--- config.mk ---
export PLATFORM = sky130hd
export DESIGN_NAME = sliding_window_event_counter
export DESIGN_NICKNAME = d
export VERILOG_FILES = /design/src/rtl/core/swec_pkg.sv /design/src/rtl/core/swec_ctrl.sv /design/src/rtl/core/swec_dpath.sv /design/src/rtl/core/sliding_window_event_counter.sv
export SDC_FILE = /design/constraint.sdc
export NUM_CORES = 2
export LEC_CHECK = 0
export ABC_AREA = 0
export BUFFER_PORTS_ARGS = -buffer_cell sky130_fd_sc_hd__buf_2
export CAP_MARGIN = 15
export CELL_PAD_IN_SITES_DETAIL_PLACEMENT = 1
export CELL_PAD_IN_SITES_GLOBAL_PLACEMENT = 1
export CORE_MARGIN = 3
export CORE_UTILIZATION = 50
export DETAILED_ROUTE_END_ITERATION = 10
export MAX_ROUTING_LAYER = met4
export PLACE_DENSITY = 0.72
export SLEW_MARGIN = 20
export SYNTH_ARGS = -nofsm -noshare
export SYNTH_HDL_FRONTEND = slang
export SYNTH_SLANG_ARGS = --single-unit
--- constraint.sdc ---
create_clock -name clk -period 7.84 [get_ports clk]
set_clock_uncertainty 0.2 [all_clocks]
set_input_delay 1.568 -clock clk [delete_from_list [all_inputs] [get_ports clk]]
set_output_delay 1.568 -clock clk [all_outputs]
set_load 0.1 [all_outputs]
--- src/rtl/core/swec_pkg.sv ---
// Shared types and constants of the sliding window event counter.
`default_nettype none

package swec_pkg;

  localparam int unsigned DEF_RING_DEPTH = 64;
  localparam int unsigned DEF_STAMP_BITS = 32;
  localparam int unsigned WIN_BITS       = 32;
  localparam logic [WIN_BITS-1:0] WIN_RESET = 32'd3000;

  // Commands from the controller to the datapath.
  typedef struct packed {
    logic load;    // capture the new stamp and its lower bound
    logic pop;     // drop the oldest stored stamp
    logic append;  // store the new stamp and post the result
  } swec_cmd_t;

  // Status from the datapath to the controller.
  typedef struct packed {
    logic drop_ok;   // oldest stored stamp lies below the lower bound
    logic out_free;  // result register can take a new item this cycle
  } swec_sts_t;

endpackage

`default_nettype wire

--- src/rtl/core/swec_ctrl.sv ---
// Controller state machine of the sliding window event counter.
`default_nettype none

module swec_ctrl (
  input  wire logic                clk,
  input  wire logic                rst_n,
  input  wire logic                in_valid,
  output logic                     in_ready,
  input  wire swec_pkg::swec_sts_t sts,
  output swec_pkg::swec_cmd_t      cmd
);

  typedef enum logic [1:0] {
    ST_IDLE  = 2'b01,
    ST_PRUNE = 2'b10
  } state_t;

  state_t state_r, state_nxt;

  always_comb begin
    state_nxt  = state_r;
    in_ready   = 1'b0;
    cmd        = '0;
    case (state_r)
      ST_IDLE: begin
        in_ready = 1'b1;
        if (in_valid) begin
          cmd.load  = 1'b1;
          state_nxt = ST_PRUNE;
        end
      end
      ST_PRUNE: begin
        // pop stale stamps one a cycle, then append once the result slot is free
        if (sts.drop_ok) begin
          cmd.pop = 1'b1;
        end else if (sts.out_free) begin
          cmd.append = 1'b1;
          state_nxt  = ST_IDLE;
        end
      end
      default: begin
        state_nxt = ST_IDLE;
      end
    endcase
  end

  always_ff @(posedge clk) begin
    if (!rst_n) begin
      state_r <= ST_IDLE;
    end else begin
      state_r <= state_nxt;
    end
  end

endmodule

`default_nettype wire

--- src/rtl/core/swec_dpath.sv ---
// Datapath of the sliding window event counter: stamp ring, pointers, result register.
`default_nettype none

module swec_dpath #(
  parameter int unsigned RING_DEPTH = swec_pkg::DEF_RING_DEPTH,
  parameter int unsigned STAMP_BITS = swec_pkg::DEF_STAMP_BITS,
  localparam int unsigned IDX_W = $clog2(RING_DEPTH),
  localparam int unsigned CNT_W = $clog2(RING_DEPTH + 1)
) (
  input  wire logic                          clk,
  input  wire logic                          rst_n,
  input  wire logic                          cfg_wr_en,
  input  wire logic [swec_pkg::WIN_BITS-1:0] cfg_wr_data,
  input  wire logic [STAMP_BITS-1:0]         in_timestamp,
  input  wire swec_pkg::swec_cmd_t           cmd,
  output swec_pkg::swec_sts_t                sts,
  output logic                               out_valid,
  input  wire logic                          out_ready,
  output logic [CNT_W-1:0]                   out_event_count,
  output logic                               out_overflow
);

  localparam int unsigned CMP_W =
    (STAMP_BITS > swec_pkg::WIN_BITS) ? STAMP_BITS : swec_pkg::WIN_BITS;
  localparam int unsigned SUM_W = IDX_W + 1;

  logic [swec_pkg::WIN_BITS-1:0] window_r;
  logic [STAMP_BITS-1:0]         stamp_r;
  logic [CMP_W-1:0]              lower_r;
  logic                          prune_en_r;
  logic [IDX_W-1:0]              oldest_r, oldest_nxt;
  logic [CNT_W-1:0]              count_r, count_nxt;
  logic                          out_valid_r;
  logic [CNT_W-1:0]              out_count_r;
  logic                          out_ovf_r;

  logic [STAMP_BITS-1:0] ring_mem [RING_DEPTH];
  logic [STAMP_BITS-1:0] rd_data_r;

  logic [CMP_W-1:0] t_ext, win_ext;
  logic [IDX_W-1:0] oldest_inc, wr_addr;
  logic [SUM_W-1:0] wr_sum;
  logic             full;

  assign t_ext   = CMP_W'(in_timestamp);
  assign win_ext = CMP_W'(window_r);
  assign full    = (count_r == CNT_W'(RING_DEPTH));

  assign oldest_inc = (oldest_r == IDX_W'(RING_DEPTH - 1)) ? '0 : oldest_r + 1'b1;

  // tail slot; when full it wraps onto the oldest slot, which is discarded
  assign wr_sum  = SUM_W'(oldest_r) + SUM_W'(count_r);
  assign wr_addr = (wr_sum >= SUM_W'(RING_DEPTH)) ?
                   IDX_W'(wr_sum - SUM_W'(RING_DEPTH)) : IDX_W'(wr_sum);

  always_comb begin
    oldest_nxt = oldest_r;
    count_nxt  = count_r;
    if (cmd.pop) begin
      oldest_nxt = oldest_inc;
      count_nxt  = count_r - 1'b1;
    end else if (cmd.append) begin
      if (full) begin
        oldest_nxt = oldest_inc;
      end else begin
        count_nxt = count_r + 1'b1;
      end
    end
  end

  // read port follows the next oldest slot, with write-through on a collision
  always_ff @(posedge clk) begin
    if (cmd.append) begin
      ring_mem[wr_addr] <= stamp_r;
    end
    if (cmd.append && (wr_addr == oldest_nxt)) begin
      rd_data_r <= stamp_r;
    end else begin
      rd_data_r <= ring_mem[oldest_nxt];
    end
  end

  always_ff @(posedge clk) begin
    if (cmd.load) begin
      stamp_r    <= in_timestamp;
      lower_r    <= t_ext - win_ext;
      prune_en_r <= (t_ext >= win_ext);
    end
    if (cmd.append) begin
      out_count_r <= full ? count_r : count_r + 1'b1;
      out_ovf_r   <= full;
    end
  end

  always_ff @(posedge clk) begin
    if (!rst_n) begin
      window_r    <= swec_pkg::WIN_RESET;
      oldest_r    <= '0;
      count_r     <= '0;
      out_valid_r <= 1'b0;
    end else begin
      if (cfg_wr_en) begin
        window_r <= cfg_wr_data;
      end
      oldest_r <= oldest_nxt;
      count_r  <= count_nxt;
      if (cmd.append) begin
        out_valid_r <= 1'b1;
      end else if (out_ready) begin
        out_valid_r <= 1'b0;
      end
    end
  end

  assign sts.drop_ok  = (count_r != '0) && prune_en_r && (CMP_W'(rd_data_r) < lower_r);
  assign sts.out_free = !out_valid_r || out_ready;

  assign out_valid       = out_valid_r;
  assign out_event_count = out_count_r;
  assign out_overflow    = out_ovf_r;

endmodule

`default_nettype wire

--- src/rtl/core/sliding_window_event_counter.sv ---
// Top level of the sliding window event counter.
`default_nettype none

// Counts events in a sliding time window. Each input item is an event
// timestamp; the block keeps up to RING_DEPTH recent stamps in a ring memory,
// drops from the oldest end every stamp below timestamp - window_length (only
// when timestamp >= window_length), appends the new stamp and returns how
// many stamps it holds: the events in [timestamp - window_length, timestamp].
// When the ring is still full after pruning, the oldest stamp is discarded,
// out_overflow is set and the count stays at RING_DEPTH. window_length resets
// to 3000 and is written through cfg_wr_en/cfg_wr_data; the user must write it
// only while the block idles, which the block does not enforce. Each item is
// loaded, every stored stamp it drops is popped, then the item is appended:
// the ring's single read port examines one oldest stamp per cycle. Every stamp
// is dropped at most once. A finished result sits in an output register, so the
// next item is taken while it waits; a second result waits only if that register is full.
module sliding_window_event_counter #(
  parameter int unsigned RING_DEPTH = swec_pkg::DEF_RING_DEPTH,
  parameter int unsigned STAMP_BITS = swec_pkg::DEF_STAMP_BITS,
  localparam int unsigned CNT_W = $clog2(RING_DEPTH + 1)
) (
  input  wire logic                          clk,
  input  wire logic                          rst_n,
  // configuration
  input  wire logic                          cfg_wr_en,
  input  wire logic [swec_pkg::WIN_BITS-1:0] cfg_wr_data,
  // event items
  input  wire logic                          in_valid,
  output logic                               in_ready,
  input  wire logic [STAMP_BITS-1:0]         in_timestamp,
  // result items
  output logic                               out_valid,
  input  wire logic                          out_ready,
  output logic [CNT_W-1:0]                   out_event_count,
  output logic                               out_overflow
);

  swec_pkg::swec_cmd_t cmd;
  swec_pkg::swec_sts_t sts;

  // Sequence each item: load, pop stale stamps, append and post the result.
  swec_ctrl u_ctrl (
    .clk      (clk),
    .rst_n    (rst_n),
    .in_valid (in_valid),
    .in_ready (in_ready),
    .sts      (sts),
    .cmd      (cmd)
  );

  // Hold the ring, its pointers, the window register and the result register.
  swec_dpath #(
    .RING_DEPTH (RING_DEPTH),
    .STAMP_BITS (STAMP_BITS)
  ) u_dpath (
    .clk             (clk),
    .rst_n           (rst_n),
    .cfg_wr_en       (cfg_wr_en),
    .cfg_wr_data     (cfg_wr_data),
    .in_timestamp    (in_timestamp),
    .cmd             (cmd),
    .sts             (sts),
    .out_valid       (out_valid),
    .out_ready       (out_ready),
    .out_event_count (out_event_count),
    .out_overflow    (out_overflow)
  );

  // Never post a result over one that has not been taken.
  a_append_slot_free: assert property (@(posedge clk) disable iff (!rst_n)
    cmd.append |-> sts.out_free)
    else $error("result posted while output register still held an item");

  // Take one item at a time: input is not ready in the cycle after an accept.
  a_one_item: assert property (@(posedge clk) disable iff (!rst_n)
    (in_valid && in_ready) |=> !in_ready)
    else $error("input accepted while an item was in progress");

  // A result always counts its own event.
  a_count_nonzero: assert property (@(posedge clk) disable iff (!rst_n)
    out_valid |-> (out_event_count != '0))
    else $error("result with zero event count");

  // Overflow only comes with a saturated count.
  a_ovf_saturated: assert property (@(posedge clk) disable iff (!rst_n)
    (out_valid && out_overflow) |-> (out_event_count == CNT_W'(RING_DEPTH)))
    else $error("overflow flagged below full depth");

endmodule

`default_nettype wire
==> flow_summary.html <==
<table>
<tr><th>Metric</th><th>Value</th></tr>
<tr><th colspan="2">Logic synthesis</th></tr>
<tr><td>Main combinational cell family by area after synthesis</td><td>multiplexers</td></tr>
<tr><td>Post-Synthesis Cells</td><td>around 3700</td></tr>
<tr><td>Synth Area in Compound Gates</td><td>1.33%</td></tr>
<tr><td>Cell Area, Synth</td><td>0.0849 mm²</td></tr>
<tr><td>Mean Syn Cell Area</td><td>22.9 µm²</td></tr>
<tr><td>Fraction of synthesis flops using an asynchronous set or reset pin</td><td>0%</td></tr>
<tr><td>Register area share after synthesis</td><td>76.3%</td></tr>
<tr><td>Simple-gate share of the synthesized area</td><td>1.64%</td></tr>
<tr><td>Cell types with the largest area share after synthesis</td><td>sky130_fd_sc_hd__edfxtp_1 75%, sky130_fd_sc_hd__mux4_2 17%, sky130_fd_sc_hd__dfxtp_1 1.3%, sky130_fd_sc_hd__ha_1 1.1%, sky130_fd_sc_hd__mux2i_1 0.64%</td></tr>
<tr><td>Nets in the synthesized netlist</td><td>between 3000 and 4000</td></tr>
<tr><td>Synth Area in XOR/XNOR</td><td>0.454%</td></tr>
<tr><td>Share of cell area taken by muxes after synthesis</td><td>18.0%</td></tr>
<tr><td>Number of unique standard cell types used by synthesis</td><td>around 70</td></tr>
<tr><td>Warnings, synthesis</td><td>0</td></tr>
<tr><td>Area share of the largest cell type after synthesis</td><td>between 70% and 80%</td></tr>
<tr><td>EDFF count, synth</td><td>about 2100</td></tr>
<tr><td>Seq cells post-synth</td><td>roughly 2200</td></tr>
<tr><td>Leading register cell type out of synthesis</td><td>sky130_fd_sc_hd__edfxtp_1</td></tr>
<tr><td>Largest area contributor in the synthesized netlist</td><td>sky130_fd_sc_hd__edfxtp_1</td></tr>
<tr><td>Adder-cell share of the synthesized area</td><td>under 10%</td></tr>
<tr><th colspan="2">Placement</th></tr>
<tr><td>Post-detail-place hpwl</td><td>between 100000 and 150000 µm</td></tr>
<tr><td>Count of input and output buffers</td><td>78</td></tr>
<tr><td>Final GP Congestion</td><td>~0.89</td></tr>
<tr><th colspan="2">Global routing</th></tr>
<tr><td>Leftover overflow at the end of global routing</td><td>0</td></tr>
<tr><td>Maximum number of pins on one net before global-route repair</td><td>68</td></tr>
<tr><td>Vias in the first global route</td><td>42500</td></tr>
<tr><td>Overall routing resource usage</td><td>between 20% and 30%</td></tr>
<tr><td>First-pass GRT wire length</td><td>roughly 340000 µm</td></tr>
<tr><td>Number of antenna violations at the first check in global routing</td><td>23</td></tr>
<tr><th colspan="2">Critical path</th></tr>
<tr><td>Endpoint kind of the worst setup timing path</td><td>flop</td></tr>
<tr><td>Cell chain of the critical path</td><td>buf_12 -&gt; buf_4 -&gt; mux4_2 -&gt; mux4_2 -&gt; mux4_2 -&gt; ha_1 -&gt; nand3_1 -&gt; or2_2 -&gt; nor4_2 -&gt; buf_4 -&gt; nand2_1 -&gt; nor4bb_1 -&gt; buf_4 -&gt; a211oi_4 -&gt; nor2_1 -&gt; buf_4 -&gt; nand4b_1 -&gt; buf_4 -&gt; nor2_4 -&gt; buf_16 -&gt; buf_4</td></tr>
<tr><td>Worst EP arrival</td><td>roughly 8000 ps</td></tr>
<tr><td>Setup crit start kind</td><td>flop</td></tr>
<tr><td>Kind of cell adding the most delay to the critical path</td><td>simple AND/OR/NAND/NOR gates</td></tr>
<tr><td>Critical setup path kind</td><td>reg -&gt; reg</td></tr>
<tr><td>Required @ worst endpoint</td><td>between 8000 and 9000 ps</td></tr>
<tr><td>Cell repeated most along the worst path</td><td>sky130_fd_sc_hd__buf_4</td></tr>
<tr><td>Slowest cell delay on critical path</td><td>around 850 ps</td></tr>
<tr><td>Number of buffers and inverters on the critical path</td><td>8</td></tr>
<tr><td>Slowest stage cell on the critical path</td><td>sky130_fd_sc_hd__dfxtp_4</td></tr>
<tr><td>Largest fanout on the critical path</td><td>31</td></tr>
<tr><th colspan="2">Die</th></tr>
<tr><td>Die Ht</td><td>~420 µm</td></tr>
<tr><td>DIE AREA</td><td>between 0.15 and 0.2 mm²</td></tr>
<tr><td>DIE WIDTH</td><td>between 400 and 500 µm</td></tr>
<tr><td>Number of core rows</td><td>150</td></tr>
<tr><td>Std-Cell Core Area</td><td>between 0.15 and 0.2 mm²</td></tr>
<tr><td>Number of top-level pins</td><td>79</td></tr>
<tr><td>Effective utilization at floorplan</td><td>between 50% and 60%</td></tr>
<tr><th colspan="2">STA</th></tr>
<tr><td>Worst hold margin</td><td>approximately 300 ps</td></tr>
<tr><td>Count of endpoints failing setup in the final report</td><td>0</td></tr>
<tr><td>Worst-case headroom to the max-slew limit</td><td>17.5%</td></tr>
<tr><td>Worst-Margin Slew</td><td>roughly 1200 ps</td></tr>
<tr><td>Final Max Tran Viols</td><td>0</td></tr>
<tr><td>Hold violation count in the final report</td><td>0</td></tr>
<tr><td>RSZ-0062 raised after global routing</td><td>no</td></tr>
<tr><td>Highest clock rate</td><td>131 MHz</td></tr>
<tr><td>Final worst path period need</td><td>about 7600 ps</td></tr>
<tr><td>Post-route fraction of the period consumed by the critical path</td><td>97.4%</td></tr>
<tr><th colspan="2">Routing</th></tr>
<tr><td>Mean number of vias per cell</td><td>about 6.6</td></tr>
<tr><td>Total wire length</td><td>~240000 µm</td></tr>
<tr><td>Residual DRC count</td><td>0</td></tr>
<tr><td>Number of vias after detailed routing</td><td>between 40000 and 50000</td></tr>
<tr><td>Average wire per standard cell</td><td>around 37 µm</td></tr>
<tr><td>Number of detailed-routing iterations run before antenna repair</td><td>5</td></tr>
<tr><td>Number of DRC violations after detailed-routing iteration 0</td><td>~6800</td></tr>
<tr><td>Post-DRT Antenna Nets</td><td>0</td></tr>
<tr><th colspan="2">Clock network</th></tr>
<tr><td>CTS tree</td><td>done</td></tr>
<tr><td>CTS Hold Bufs</td><td>0</td></tr>
<tr><td>Clock-pin slew on the worst setup and hold paths</td><td>roughly 60 ps</td></tr>
<tr><td>Sink Count</td><td>2175</td></tr>
<tr><td>H-tree levels</td><td>4</td></tr>
<tr><td>Clock tree buffer depth</td><td>3</td></tr>
<tr><td>Clock latency on the worst-skew pair</td><td>around 870 ps</td></tr>
<tr><td>Clock buffer count from CTS</td><td>~210</td></tr>
<tr><td>Root Driver</td><td>sky130_fd_sc_hd__clkbuf_16</td></tr>
<tr><th colspan="2">Power</th></tr>
<tr><td>Static power due to leakage</td><td>approximately 30 nW</td></tr>
<tr><td>Peak supply drop</td><td>around 0.19 mV</td></tr>
<tr><td>Power Density</td><td>approximately 240 mW/mm²</td></tr>
<tr><th colspan="2">Layout</th></tr>
<tr><td>Final core area utilization</td><td>between 50 and 60%</td></tr>
<tr><td>Post-layout net count</td><td>around 4200</td></tr>
<tr><td>Most frequent cells in the layout</td><td>2121 x sky130_fd_sc_hd__edfxtp_1, 651 x sky130_fd_sc_hd__mux4_2, 211 x sky130_fd_sc_hd__clkbuf_16, 149 x sky130_fd_sc_hd__buf_4, 86 x sky130_fd_sc_hd__inv_1</td></tr>
<tr><td>Synthesis-to-layout area growth</td><td>14.6%</td></tr>
<tr><td>Fraction of layout instances using a drive strength above 1</td><td>a little under a third</td></tr>
<tr><td>Number of fill cells in the layout</td><td>13800</td></tr>
<tr><td>Most common library cell in the layout ignoring fill and taps</td><td>sky130_fd_sc_hd__edfxtp_1</td></tr>
<tr><th colspan="2">Run status</th></tr>
<tr><td>Run status</td><td>completed</td></tr>
<tr><th colspan="2">Hold path</th></tr>
<tr><td>Type of the tightest min-delay check</td><td>reg -&gt; reg</td></tr>
<tr><th colspan="2">Flow run</th></tr>
<tr><td>Number of max-cap violations</td><td>0</td></tr>
</table>
flip-flops by register name, summed over array words and instances, names as in the netlist, 2 cells and up, named ones only:
signal and flops:
u_dpath.count_r 7, u_dpath.stamp_r 32, u_ctrl.state_r 2, u_dpath.oldest_r 6, u_dpath.ring_mem 2048, u_dpath.lower_r 32
u_dpath.win_ext 32, u_dpath.out_event_count 7
worst paths after layout:
kind	startpoint	endpoint	slack, ps	depth (start not counted)
worst max-delay path	flop	u_dpath.ring_mem[15][12]	200	21
worst min-delay path	u_dpath.win_ext[9]	u_dpath.win_ext[9]	290	2
worst max register to register	flop	u_dpath.ring_mem[15][12]	200	21
worst min register to register	u_dpath.win_ext[9]	u_dpath.win_ext[9]	290	2
per-layer routing:
layer / GRT usage (%) / part of all wire, %
met1: 41.2 / 40
met2: 42.3 / 48
met3: 4.94 / 9.5
met4: 7.86 / 2.8
met5: - / 0
worst register-to-register path: stages (launching register included):
cell,delay (ps)
sky130_fd_sc_hd__dfxtp_4,850
sky130_fd_sc_hd__buf_12,350
sky130_fd_sc_hd__buf_4,490
sky130_fd_sc_hd__mux4_2,440
sky130_fd_sc_hd__mux4_2,570
sky130_fd_sc_hd__mux4_2,480
sky130_fd_sc_hd__ha_1,320
sky130_fd_sc_hd__nand3_1,80
sky130_fd_sc_hd__or2_2,310
sky130_fd_sc_hd__nor4_2,380
sky130_fd_sc_hd__buf_4,200
sky130_fd_sc_hd__nand2_1,50
sky130_fd_sc_hd__nor4bb_1,420
sky130_fd_sc_hd__buf_4,200
sky130_fd_sc_hd__a211oi_4,40
sky130_fd_sc_hd__nor2_1,260
sky130_fd_sc_hd__buf_4,220
sky130_fd_sc_hd__nand4b_1,220
sky130_fd_sc_hd__buf_4,340
sky130_fd_sc_hd__nor2_4,520
sky130_fd_sc_hd__buf_16,250
sky130_fd_sc_hd__buf_4,190
what timing repair did:
item | 4_1_cts | 5_1_grt
setup buffers | 2 | 0
gates resized for setup | 6 | 0
endpoints found under the setup margin | 228 | 74
pin swaps | 15 | 6
cloned | 12 | 6
hold endpoints to repair | 0 | 0
layout make-up:
| type | count | area (µm²) | area share (%) |
|---|---|---|---|
| flip-flops and latches | 2175 | 64800 | 66.6 |
| multi-input cells | 1301 | 19800 | 20.3 |
| diodes | 9 | 22.5 | 0.0231 |
| clock buffers | 276 | 5550 | 5.71 |
| well taps | 2204 | 2760 | 2.83 |
| inverters | 88 | 330 | 0.339 |
| clock inverters | 109 | 1020 | 1.05 |
| repair buffers | 298 | 3040 | 3.12 |
cells by family after synthesis:
family                   after synthesis
buffers and inverters                258
AND/OR/NAND/NOR                      288
XOR/XNOR                              44
AO/OA/AOI/OAI                        163
multiplexers                         714
flip-flops                          2175
adder cells (fa/ha/maj)               74
synth_stat cells, types with 3 or more instances:
library cell               instances
sky130_fd_sc_hd__nand2b_1          9
sky130_fd_sc_hd__buf_1            46
sky130_fd_sc_hd__edfxtp_1       2121
sky130_fd_sc_hd__nand4b_1          4
sky130_fd_sc_hd__o21a_1           11
sky130_fd_sc_hd__a21oi_1          39
sky130_fd_sc_hd__a21o_1           24
sky130_fd_sc_hd__xor2_1           14
sky130_fd_sc_hd__nand2_1          59
sky130_fd_sc_hd__or2_2             4
sky130_fd_sc_hd__nor2_1          103
sky130_fd_sc_hd__o2111a_1          3
sky130_fd_sc_hd__a211o_1           3
sky130_fd_sc_hd__nand4_1          12
sky130_fd_sc_hd__o21bai_1          4
sky130_fd_sc_hd__o211ai_1          9
sky130_fd_sc_hd__a221o_1           3
sky130_fd_sc_hd__nor3_1            9
sky130_fd_sc_hd__buf_2            18
sky130_fd_sc_hd__ha_1             72
sky130_fd_sc_hd__mux4_2          651
sky130_fd_sc_hd__inv_1            86
sky130_fd_sc_hd__a31oi_1           9
sky130_fd_sc_hd__a311oi_1          3
sky130_fd_sc_hd__or3_1             6
sky130_fd_sc_hd__mux2i_1          54
sky130_fd_sc_hd__clkbuf_1        105
sky130_fd_sc_hd__dfxtp_1          54
sky130_fd_sc_hd__nand3_1          22
sky130_fd_sc_hd__nor4_1            3
sky130_fd_sc_hd__a22oi_1           3
sky130_fd_sc_hd__and4_1            3
sky130_fd_sc_hd__and3_1            6
sky130_fd_sc_hd__xnor2_1          30
sky130_fd_sc_hd__o21ai_0          22
sky130_fd_sc_hd__and2_1            5
sky130_fd_sc_hd__a211oi_1          5
sky130_fd_sc_hd__mux2_2            9
sky130_fd_sc_hd__nor2b_1          35
power by group:
part / switching, W / internal, W / total (W)
clock network: 0.00439 / 0.00538 / 0.00976
logic: 0.000525 / 0.000173 / 0.000698
registers: 0.0000268 / 0.0128 / 0.0129
metrics by stage:
stage | setup slack [ps] | total power [W] | instance area [µm²] | TNS (ps) | std cells
final | 203 | 0.0233 | 97300 | 0 | 6460
after global routing | 13.5 | 0.0240 | 97300 | 0 | 6456
after CTS | 100 | 0.0235 | 97200 | 0 | 6444
after detailed placement | -97.7 | 0.0138 | 90500 | -3810 | 6045
after global placement | -58.6 | 0.0138 | 89600 | -3290 | 6006
after floorplan | 108 | 0.0135 | 84900 | 0 | 3716
Power figures use the tool's default switching activity.
